--- config.mk ---
export PLATFORM = sky130hd
export DESIGN_NAME = tile_compositor_address_gen_unit
export DESIGN_NICKNAME = d
export VERILOG_FILES = /design/src/design/tcag_pkg.sv /design/src/design/tcag_front.sv /design/src/design/tcag_queue.sv /design/src/design/tcag_back.sv /design/src/design/tile_compositor_address_gen_unit.sv
export SDC_FILE = /design/constraint.sdc
export NUM_CORES = 2
export LEC_CHECK = 0
export BUFFER_PORTS_ARGS = -buffer_cell sky130_fd_sc_hd__buf_4
export CORE_MARGIN = 5
export CORE_UTILIZATION = 49
export CTS_CLUSTER_SIZE = 25
export DETAILED_ROUTE_END_ITERATION = 16
export PLACE_DENSITY = 0.76
export SLEW_MARGIN = 20
export SYNTH_ARGS = -nofsm -noshare
export SYNTH_HDL_FRONTEND = slang
export SYNTH_HIERARCHICAL = 1
export SYNTH_SLANG_ARGS = --single-unit
--- constraint.sdc ---
create_clock -name clk -period 35.3 [get_ports clk]
set_input_delay 1.765 -clock clk [delete_from_list [all_inputs] [get_ports clk]]
set_output_delay 1.765 -clock clk [all_outputs]
set_load 0.03 [all_outputs]
--- src/design/tcag_pkg.sv ---
// shared types, constants and helper functions for the tile compositor address generator
// no dependencies; used by every module of the block by scoped names

package tcag_pkg;

  // fixed field widths
  localparam int DIM_W   = 13;
  localparam int CNT_W   = 12;
  localparam int TILE_W  = 3;
  localparam int NT_W    = 4;
  localparam int SP_W    = 8;
  localparam int FMT_W   = 2;
  localparam int DATA_W  = 32;
  localparam int ADDR_W  = 24;
  localparam int IDX_W   = 3;

  // clamping limits
  localparam logic [DIM_W-1:0] MAX_DIMENSION = 13'd4096;
  localparam logic [NT_W-1:0]  MAX_TILES     = 4'd8;

  // pixel format codes
  localparam logic [FMT_W-1:0] FMT_RGB  = 2'd0;
  localparam logic [FMT_W-1:0] FMT_UYVY = 2'd1;
  localparam logic [FMT_W-1:0] FMT_YUYV = 2'd2;
  localparam logic [FMT_W-1:0] FMT_NONE = 2'd3;

  // configuration register indexes
  localparam logic [IDX_W-1:0] REG_DISPLAY_WIDTH  = 3'd0;
  localparam logic [IDX_W-1:0] REG_DISPLAY_HEIGHT = 3'd1;
  localparam logic [IDX_W-1:0] REG_TILE_COUNT     = 3'd2;
  localparam logic [IDX_W-1:0] REG_TILE_WIDTH     = 3'd3;
  localparam logic [IDX_W-1:0] REG_TILE_HEIGHT    = 3'd4;
  localparam logic [IDX_W-1:0] REG_DISPLAY_FORMAT = 3'd5;
  localparam logic [IDX_W-1:0] REG_TILE_SPACING   = 3'd6;

  // mask for the rgb part of an element
  localparam logic [DATA_W-1:0] RGB_MASK = 32'h00FF_FFFF;

  // configuration register set
  typedef struct packed {
    logic [DIM_W-1:0] display_width;
    logic [DIM_W-1:0] display_height;
    logic [NT_W-1:0]  tile_count;
    logic [DIM_W-1:0] tile_width;
    logic [DIM_W-1:0] tile_height;
    logic [FMT_W-1:0] display_format;
    logic [SP_W-1:0]  tile_spacing;
  } cfg_t;

  // classified request passed from front to back
  typedef struct packed {
    logic [DATA_W-1:0] data;
    logic [CNT_W-1:0]  col;
    logic [CNT_W-1:0]  row;
    logic [TILE_W-1:0] tile;
    logic              yuv;
    logic              mismatch;
    logic              last;
  } item_t;

  // sizes above the limit are taken as the limit
  function automatic logic [DIM_W-1:0] clamp_dim(input logic [DIM_W-1:0] v);
    return (v > MAX_DIMENSION) ? MAX_DIMENSION : v;
  endfunction

  // tile count of zero means one, above the limit means the limit
  function automatic logic [NT_W-1:0] eff_tiles(input logic [NT_W-1:0] v);
    logic [NT_W-1:0] r;
    if (v == '0) begin
      r = 4'd1;
    end else if (v > MAX_TILES) begin
      r = MAX_TILES;
    end else begin
      r = v;
    end
    return r;
  endfunction

  function automatic logic is_yuv(input logic [FMT_W-1:0] f);
    return (f == FMT_UYVY) || (f == FMT_YUYV);
  endfunction

endpackage

--- src/design/tcag_front.sv ---
// front end: tracks column, row and tile counters and classifies each request
// depends on tcag_pkg

module tcag_front (
  input  logic                       clk,
  input  logic                       rst_n,
  input  tcag_pkg::cfg_t             cfg,
  input  logic                       accept,
  input  logic [tcag_pkg::DATA_W-1:0] pixel_data,
  input  logic [tcag_pkg::FMT_W-1:0]  source_format,
  output tcag_pkg::item_t            item
);

  logic [tcag_pkg::CNT_W-1:0]  col_r, col_nxt;
  logic [tcag_pkg::CNT_W-1:0]  row_r, row_nxt;
  logic [tcag_pkg::TILE_W-1:0] tile_r, tile_nxt;

  logic [tcag_pkg::DIM_W-1:0]  tw_c, cols_raw, cols, rows;
  logic [tcag_pkg::NT_W-1:0]   n;
  logic                        yuv;
  logic [tcag_pkg::CNT_W-1:0]  col_max, row_max, col_c, row_c;
  logic [tcag_pkg::TILE_W-1:0] tile_max, tile_c;
  logic [tcag_pkg::DIM_W-1:0]  col_inc, row_inc;
  logic [tcag_pkg::NT_W-1:0]   tile_inc;

  // effective tile geometry in elements
  always_comb begin
    yuv      = tcag_pkg::is_yuv(cfg.display_format);
    tw_c     = tcag_pkg::clamp_dim(cfg.tile_width);
    cols_raw = yuv ? {1'b0, tw_c[tcag_pkg::DIM_W-1:1]} : tw_c;
    cols     = (cols_raw == '0) ? 13'd1 : cols_raw;
    rows     = tcag_pkg::clamp_dim(cfg.tile_height);
    if (rows == '0) begin
      rows = 13'd1;
    end
    n        = tcag_pkg::eff_tiles(cfg.tile_count);
    col_max  = tcag_pkg::CNT_W'(cols - 13'd1);
    row_max  = tcag_pkg::CNT_W'(rows - 13'd1);
    tile_max = tcag_pkg::TILE_W'(n - 4'd1);
  end

  // pull counters back inside the current geometry
  always_comb begin
    col_c  = ({1'b0, col_r} >= cols) ? col_max : col_r;
    row_c  = ({1'b0, row_r} >= rows) ? row_max : row_r;
    tile_c = ({1'b0, tile_r} >= n) ? tile_max : tile_r;
  end

  // counter advance in raster order, tile after tile
  always_comb begin
    col_inc  = {1'b0, col_c} + 13'd1;
    row_inc  = {1'b0, row_c} + 13'd1;
    tile_inc = {1'b0, tile_c} + 4'd1;
    col_nxt  = col_r;
    row_nxt  = row_r;
    tile_nxt = tile_r;
    if (accept) begin
      if (col_inc < cols) begin
        col_nxt  = col_inc[tcag_pkg::CNT_W-1:0];
        row_nxt  = row_c;
        tile_nxt = tile_c;
      end else begin
        col_nxt = '0;
        if (row_inc < rows) begin
          row_nxt  = row_inc[tcag_pkg::CNT_W-1:0];
          tile_nxt = tile_c;
        end else begin
          row_nxt  = '0;
          tile_nxt = (tile_inc < n) ? tile_inc[tcag_pkg::TILE_W-1:0] : '0;
        end
      end
    end
  end

  always_ff @(posedge clk) begin
    if (!rst_n) begin
      col_r  <= '0;
      row_r  <= '0;
      tile_r <= '0;
    end else begin
      col_r  <= col_nxt;
      row_r  <= row_nxt;
      tile_r <= tile_nxt;
    end
  end

  // classified request
  always_comb begin
    item.data     = yuv ? pixel_data : (pixel_data & tcag_pkg::RGB_MASK);
    item.col      = col_c;
    item.row      = row_c;
    item.tile     = tile_c;
    item.yuv      = yuv;
    item.mismatch = (source_format != cfg.display_format) ||
                    (cfg.display_format == tcag_pkg::FMT_NONE);
    item.last     = (col_c == col_max) && (row_c == row_max) && (tile_c == tile_max);
  end

endmodule

--- src/design/tcag_queue.sv ---
// two-entry request queue between front and back
// depends on tcag_pkg

module tcag_queue (
  input  logic            clk,
  input  logic            rst_n,
  input  logic            push,
  input  tcag_pkg::item_t push_item,
  input  logic            pop,
  output tcag_pkg::item_t head,
  output logic            not_empty,
  output logic            not_full
);

  tcag_pkg::item_t entry_r [2];
  logic            wr_ptr_r, wr_ptr_nxt;
  logic            rd_ptr_r, rd_ptr_nxt;
  logic [1:0]      count_r, count_nxt;

  // pointer and fill bookkeeping
  always_comb begin
    wr_ptr_nxt = push ? ~wr_ptr_r : wr_ptr_r;
    rd_ptr_nxt = pop ? ~rd_ptr_r : rd_ptr_r;
    count_nxt  = count_r;
    if (push && !pop) begin
      count_nxt = count_r + 2'd1;
    end else if (pop && !push) begin
      count_nxt = count_r - 2'd1;
    end
  end

  always_ff @(posedge clk) begin
    if (!rst_n) begin
      wr_ptr_r <= 1'b0;
      rd_ptr_r <= 1'b0;
      count_r  <= '0;
    end else begin
      wr_ptr_r <= wr_ptr_nxt;
      rd_ptr_r <= rd_ptr_nxt;
      count_r  <= count_nxt;
    end
  end

  // storage
  always_ff @(posedge clk) begin
    if (push) begin
      entry_r[wr_ptr_r] <= push_item;
    end
  end

  assign head      = entry_r[rd_ptr_r];
  assign not_empty = (count_r != 2'd0);
  assign not_full  = (count_r != 2'd2);

endmodule

--- src/design/tcag_back.sv ---
// back end: four-stage address pipeline with bounds check and output register
// depends on tcag_pkg

module tcag_back (
  input  logic                        clk,
  input  logic                        rst_n,
  input  tcag_pkg::cfg_t              cfg,
  input  tcag_pkg::item_t             head,
  input  logic                        head_valid,
  output logic                        pop,
  output logic                        out_valid,
  input  logic                        out_ready,
  output logic [tcag_pkg::ADDR_W-1:0] out_write_address,
  output logic [tcag_pkg::DATA_W-1:0] out_write_data,
  output logic                        out_write_enable,
  output logic                        out_status,
  output logic                        out_frame_last
);

  localparam int SW = 28;

  // control carried alongside each request
  typedef struct packed {
    logic [tcag_pkg::DATA_W-1:0] data;
    logic                        yuv;
    logic                        mismatch;
    logic                        last;
  } ctl_t;

  logic advance;

  logic [tcag_pkg::DIM_W-1:0] w, h, tw, th, wrow;
  logic [tcag_pkg::NT_W-1:0]  n;

  // stage 1 signals
  logic signed [13:0]         dh, dh_adj, hh;
  logic signed [SW-1:0]       top;
  logic [24:0]                row_off;
  logic [16:0]                span, stride;
  logic                       s1_v_r;
  ctl_t                       s1_ctl_r;
  logic signed [SW-1:0]       s1_top_r;
  logic [24:0]                s1_row_off_r;
  logic [16:0]                s1_span_r, s1_stride_r;
  logic [tcag_pkg::CNT_W-1:0] s1_col_r;

  // stage 2 signals
  logic signed [17:0]         lraw, lraw_adj, lhalf, left;
  logic [24:0]                size;
  logic                       s2_v_r;
  ctl_t                       s2_ctl_r;
  logic signed [SW-1:0]       s2_top_r;
  logic signed [17:0]         s2_left_r;
  logic [24:0]                s2_row_off_r, s2_size_r;
  logic [tcag_pkg::CNT_W-1:0] s2_col_r;

  // stage 3 signals
  logic signed [SW-1:0]       origin, origin_adj, origin_h;
  logic [25:0]                rc;
  logic                       s3_v_r;
  ctl_t                       s3_ctl_r;
  logic signed [SW-1:0]       s3_origin_r;
  logic [25:0]                s3_rc_r;
  logic [24:0]                s3_size_r;

  // stage 4 signals
  logic signed [SW-1:0]       addr;
  logic                       in_bounds, wr;

  // whole pipe moves when the output register is free or being taken
  assign advance = !out_valid || out_ready;
  assign pop     = advance && head_valid;

  // clamped geometry; user keeps it stable while requests in flight, unchecked
  always_comb begin
    w    = tcag_pkg::clamp_dim(cfg.display_width);
    h    = tcag_pkg::clamp_dim(cfg.display_height);
    tw   = tcag_pkg::clamp_dim(cfg.tile_width);
    th   = tcag_pkg::clamp_dim(cfg.tile_height);
    n    = tcag_pkg::eff_tiles(cfg.tile_count);
    wrow = tcag_pkg::is_yuv(cfg.display_format) ?
           {1'b0, w[tcag_pkg::DIM_W-1:1]} : w;
  end

  // stage 1: vertical offset, row offset, tile row span and tile stride
  always_comb begin
    dh      = $signed({1'b0, h}) - $signed({1'b0, th});
    dh_adj  = dh + 14'(dh[13]);
    hh      = dh_adj >>> 1;
    top     = SW'(hh) * $signed({15'd0, w});
    row_off = 25'(head.row) * 25'(wrow);
    span    = 17'(n) * 17'(tw) + 17'(n - 4'd1) * 17'(cfg.tile_spacing);
    stride  = 17'(head.tile) * (17'(tw) + 17'(cfg.tile_spacing));
  end

  // stage 2: horizontal origin of the tile row and buffer size
  always_comb begin
    lraw     = $signed({5'd0, w}) - $signed({1'b0, s1_span_r});
    lraw_adj = lraw + 18'(lraw[17]);
    lhalf    = lraw_adj >>> 1;
    left     = lhalf + $signed({1'b0, s1_stride_r});
    size     = 25'(wrow) * 25'(h);
  end

  // stage 3: tile origin, halved toward zero for macropixel formats
  always_comb begin
    origin     = s2_top_r + SW'(s2_left_r);
    origin_adj = origin + SW'(origin[SW-1]);
    origin_h   = s2_ctl_r.yuv ? (origin_adj >>> 1) : origin;
    rc         = 26'(s2_row_off_r) + 26'(s2_col_r);
  end

  // stage 4: final address and bounds check
  always_comb begin
    addr      = s3_origin_r + $signed({2'b00, s3_rc_r});
    in_bounds = !addr[SW-1] && (addr < $signed({3'b000, s3_size_r}));
    wr        = !s3_ctl_r.mismatch && in_bounds;
  end

  // valid flags
  always_ff @(posedge clk) begin
    if (!rst_n) begin
      s1_v_r    <= 1'b0;
      s2_v_r    <= 1'b0;
      s3_v_r    <= 1'b0;
      out_valid <= 1'b0;
    end else if (advance) begin
      s1_v_r    <= head_valid;
      s2_v_r    <= s1_v_r;
      s3_v_r    <= s2_v_r;
      out_valid <= s3_v_r;
    end
  end

  // payload stages
  always_ff @(posedge clk) begin
    if (advance) begin
      s1_ctl_r          <= '{data: head.data, yuv: head.yuv,
                             mismatch: head.mismatch, last: head.last};
      s1_top_r          <= top;
      s1_row_off_r      <= row_off;
      s1_span_r         <= span;
      s1_stride_r       <= stride;
      s1_col_r          <= head.col;

      s2_ctl_r          <= s1_ctl_r;
      s2_top_r          <= s1_top_r;
      s2_left_r         <= left;
      s2_row_off_r      <= s1_row_off_r;
      s2_size_r         <= size;
      s2_col_r          <= s1_col_r;

      s3_ctl_r          <= s2_ctl_r;
      s3_origin_r       <= origin_h;
      s3_rc_r           <= rc;
      s3_size_r         <= s2_size_r;

      out_write_address <= wr ? addr[tcag_pkg::ADDR_W-1:0] : '0;
      out_write_data    <= wr ? s3_ctl_r.data : '0;
      out_write_enable  <= wr;
      out_status        <= s3_ctl_r.mismatch;
      out_frame_last    <= s3_ctl_r.last;
    end
  end

endmodule

--- src/design/tile_compositor_address_gen_unit.sv ---
// tile compositor address generator: throughput one element per cycle while the
// output is not stalled; the front counters and the address pipeline each take a
// request every cycle when not stalled, a two-entry queue absorbs output stalls
// synchronous active-low reset clears counters, queue and pipeline valid flags,
// and returns the configuration registers to their power-on values
// depends on tcag_pkg, tcag_front, tcag_queue, tcag_back

module tile_compositor_address_gen_unit (
  input  logic                        clk,
  input  logic                        rst_n,
  input  logic                        cfg_wr_en,
  input  logic [tcag_pkg::IDX_W-1:0]  cfg_index,
  input  logic [tcag_pkg::DIM_W-1:0]  cfg_wr_data,
  input  logic                        in_valid,
  output logic                        in_ready,
  input  logic [tcag_pkg::DATA_W-1:0] in_pixel_data,
  input  logic [tcag_pkg::FMT_W-1:0]  in_source_format,
  output logic                        out_valid,
  input  logic                        out_ready,
  output logic [tcag_pkg::ADDR_W-1:0] out_write_address,
  output logic [tcag_pkg::DATA_W-1:0] out_write_data,
  output logic                        out_write_enable,
  output logic                        out_status,
  output logic                        out_frame_last
);

  tcag_pkg::cfg_t  cfg_r, cfg_nxt;
  tcag_pkg::item_t front_item, head;
  logic            accept, head_valid, pop;

  // configuration register writes
  always_comb begin
    cfg_nxt = cfg_r;
    if (cfg_wr_en) begin
      case (cfg_index)
        tcag_pkg::REG_DISPLAY_WIDTH:  cfg_nxt.display_width  = cfg_wr_data;
        tcag_pkg::REG_DISPLAY_HEIGHT: cfg_nxt.display_height = cfg_wr_data;
        tcag_pkg::REG_TILE_COUNT:     cfg_nxt.tile_count     = cfg_wr_data[tcag_pkg::NT_W-1:0];
        tcag_pkg::REG_TILE_WIDTH:     cfg_nxt.tile_width     = cfg_wr_data;
        tcag_pkg::REG_TILE_HEIGHT:    cfg_nxt.tile_height    = cfg_wr_data;
        tcag_pkg::REG_DISPLAY_FORMAT: cfg_nxt.display_format = cfg_wr_data[tcag_pkg::FMT_W-1:0];
        tcag_pkg::REG_TILE_SPACING:   cfg_nxt.tile_spacing   = cfg_wr_data[tcag_pkg::SP_W-1:0];
        default: begin
          cfg_nxt = cfg_r;
        end
      endcase
    end
  end

  always_ff @(posedge clk) begin
    if (!rst_n) begin
      cfg_r.display_width  <= 13'd1920;
      cfg_r.display_height <= 13'd1080;
      cfg_r.tile_count     <= 4'd1;
      cfg_r.tile_width     <= 13'd640;
      cfg_r.tile_height    <= 13'd640;
      cfg_r.display_format <= tcag_pkg::FMT_RGB;
      cfg_r.tile_spacing   <= 8'd10;
    end else begin
      cfg_r <= cfg_nxt;
    end
  end

  // input request accepted whenever the queue has room
  assign accept = in_valid && in_ready;

  tcag_front u_front (
    .clk           (clk),
    .rst_n         (rst_n),
    .cfg           (cfg_r),
    .accept        (accept),
    .pixel_data    (in_pixel_data),
    .source_format (in_source_format),
    .item          (front_item)
  );

  tcag_queue u_queue (
    .clk       (clk),
    .rst_n     (rst_n),
    .push      (accept),
    .push_item (front_item),
    .pop       (pop),
    .head      (head),
    .not_empty (head_valid),
    .not_full  (in_ready)
  );

  tcag_back u_back (
    .clk               (clk),
    .rst_n             (rst_n),
    .cfg               (cfg_r),
    .head              (head),
    .head_valid        (head_valid),
    .pop               (pop),
    .out_valid         (out_valid),
    .out_ready         (out_ready),
    .out_write_address (out_write_address),
    .out_write_data    (out_write_data),
    .out_write_enable  (out_write_enable),
    .out_status        (out_status),
    .out_frame_last    (out_frame_last)
  );

endmodule

==> impl_metrics.yaml <==
status:
  status: "finished, final reports clean"
critical_path:
  path_max_fanout: 27
  worstPathArrival_ps: 10810
  cp-startpoint: "cfg_r[52]"
  reg2reg_to: "u_back/s1_top_r[26]"
  cp_data_required_time_ps: 35660
  critical-path-slowest-cell: "nor2b_1"
  reg2reg_from: "cfg_r[52]"
  worst-path-stages: 35
  max_stage_delay_ps: 1010
  endpoint: "u_back/s1_top_r[26]"
  path_class: "reg2reg"
  critPathMostFrequentCell: "fa_1"
  reg2reg_depth: 35
  start_kind: "flip-flop"
  cp-end-kind: "flip-flop"
  crit_family: "adder cells"
  critPathBufInv: 3
  r2r_setup_slack_ps: 24850
finish:
  area_delta_synth_final_pct: 8.52
  fillCellCount: 9603
  final_cells: 6970
  post-route-util: 0.536
  drive_above_1_share: 0.0695
  stdcell_area_um2: 60400
  nets: 6427
timing:
  fin_ws_ps: 24850
  tns_ps: 0
  hold_viol_final: 0
  layout_min_cycle_time_ps: 10450
  whs_ps: 395
  finalCritPeriodShare: 0.296
  worst_pin_slew_ps: 1130
  max_freq_ghz: 0.0957
  fin_skew_ps: 38.9
  slew_violations: 0
  setup_violations: 0
  slew-limit-headroom: 0.244
  grt_setup_unrepaired: "false"
pwr:
  power_density_nw_per_um2: 94.6
  power_mw: 5.72
  leakagePower_nw: 27.6
  ir_drop_v: 0.000124
grt:
  track_usage: 0.210
  grt_max_degree: 93
  grt_antenna_before_repair: 6
  grt_pass1_wl_um: 205000
  overflow: 0
  grt_pass1_vias: 38200
die:
  row_count: 123
  start_util: 0.494
  core-area_um2: 113000
  die_h_um: 347
  die-area_um2: 120000
  ioPinCount: 116
  die_w_um: 347
clock_tree:
  cts-resized-gates: 0
  cts_sinks: 673
  worstSkewPairLatency_ps: 650
  hold_buffers: 0
  path_clk_slew_ps: 60
  cts_setup_buffers: 0
  cts_tree: "done"
  clock_path_buffers: 3
  cts_root_buffer: "clkbuf_16"
  h-tree-depth: 3
  numCtsBuffers: 73
logic_synthesis:
  async_flop_share: 0
  ys.flop_type: "edfxtp_1"
  yosysWarnings: 6
  syn_area_um2: 55700
  syn_area_per_cell_um2: 10.4
  ys_seq_area_frac: 0.345
  synth_seq_cells: 673
  synth.distinct_cells: 128
  synth_cells: 5330
  synth_edf_count: 571
placement:
  place_hpwl_um: 98200
  placed_cells: 6836
  io_buffers: 115
  pre_cts_ws_ps: 24770
  dpl-instance-area_um2: 57900
  gp_congestion: 0.928
detailed_routing:
  first_pass_iters: 6
  vias_per_cell: 5.47
  wl_per_cell_um: 18.3
  route.vias.total: 38100
  wl_um: 128000
  ant_nets: 0
  first_iter_violations: 2800
  drc: 0
hold_path:
  hp-class: "reg2reg"
run:
  drv_cap: 0
==> registers in the layout, summed over array words and instances (netlist names), 26 cells and up, named ones only <==
name,count
u_back/s1_top_r,27
u_back/s3_origin_r,28
u_back/s1_ctl_r,35
cfg_r,66
u_back/out_write_data,32
u_back/s2_ctl_r,35
u_queue/entry_r,124
u_back/s3_ctl_r,34
u_back/s3_rc_r,26
u_back/s2_top_r,27
==> worst reg2reg max path, delay by kind of cell (launching register included) <==
kind | cells | cell delay (ps)
compound gates | 13 | 2970
fa+ha+maj | 9 | 3790
buf+inv | 3 | 150
flops | 1 | 610
simple gates | 8 | 2020
xor+xnor | 2 | 620
==> cells in the mapped netlist, drive strengths merged (10+ instances only) <==
cell	n	area, µm²
a211oi	22	180
a21boi	24	184
a21o	80	603
a21oi	190	958
a22o	12	105
a31o	10	87.6
a31oi	22	165
and2	217	1360
and3	50	314
buf	63	468
clkbuf	133	529
dfxtp	102	2040
edfxtp	571	17100
fa	472	9450
ha	488	6110
inv	703	2640
mux2	78	878
mux2i	101	1010
nand2	671	2520
nand2b	36	225
nand3	64	333
nand4	25	163
nor2	250	951
nor2b	103	644
nor3	71	380
nor3b	11	87.6
nor4	27	230
o211ai	33	253
o21a	33	249
o21ai	138	702
o21bai	21	158
o31a	13	123
o31ai	18	149
or2	15	93.8
or3	24	160
xnor2	198	1730
xor2	95	855
==> per-layer routing <==
metal  wire length (µm)  global-route usage
met5                  0                   0
met4               4040              0.0675
met3               9310              0.0358
met2              59600               0.340
met1              54600               0.290
==> final cells by class <==
type | count | area [µm²] | share of cell area
Tap cell | 1500 | 1880 | 0.0311
Inverter | 705 | 2650 | 0.0438
Clock inverter | 42 | 492 | 0.00814
Multi-Input combinational cell | 3803 | 33100 | 0.548
Sequential cell | 673 | 19200 | 0.318
Timing Repair Buffer | 156 | 1170 | 0.0194
Antenna cell | 1 | 2.50 | 0.0000414
Clock buffer | 90 | 1940 | 0.0322
==> report_power, final <==
part	internal [mW]	leakage, nW	switching (mW)
clock	0.444	1.18	0.324
combinational	1.44	19.5	2.12
sequential	1.26	6.97	0.125
total	3.15	27.6	2.57
==> cells in the final DEF (no fill, tap or decap), drive strengths merged, types with 15 or more instances in the layout <==
master and n:
inv 711, nand2 671, edfxtp 571, ha 488, fa 472, nor2 250
and2 217, xnor2 198, a21oi 190, buf 156, o21ai 138, nor2b 103
dfxtp 102, mux2i 101, xor2 95, clkbuf 90, a21o 80, mux2 78
nor3 71, nand3 64, and3 50, conb 49, nand2b 36, o21a 33
o211ai 33, nor4 27, clkinv 27, nand4 25, or3 24, a21boi 24
a211oi 22, a31oi 22, o21bai 21, o31ai 18, or2 15
==> kinds of logic (layout without fill, tap and decap cells) <==
kind of cell             Yosys count  count (layout)  share of synthesized area
XOR/XNOR                         293             293                     0.0465
multiplexers                     179             179                     0.0340
AO/OA/AOI/OAI                    712             712                     0.0882
other                              2              50                   0.000135
flip-flops                       673             673                      0.345
AND/OR/NAND/NOR                 1610            1610                      0.142
adder cells (fa/ha/maj)          960             960                      0.279
buffers and inverters            901             993                     0.0654
==> how the worst min path moves through the flow <==
stage / startpoint / endpoint / slack [ps] / cells past startpoint
5_1_grt: u_back/s1_top_r[4] / u_back/s2_top_r[4] / 400 / 0
2_1_floorplan: u_back/s3_ctl_r[0] / u_back/out_frame_last / 400 / 0
4_1_cts: u_back/s1_top_r[4] / u_back/s2_top_r[4] / 390 / 0
3_5_place_dp: u_back/s1_col_r[2] / u_back/s2_col_r[2] / 400 / 0
6_report: u_back/s1_top_r[4] / u_back/s2_top_r[4] / 390 / 0
3_3_place_gp: u_back/s1_row_off_r[6] / u_back/s2_row_off_r[6] / 400 / 0
Note: power is estimated with default switching activity, not from simulation.
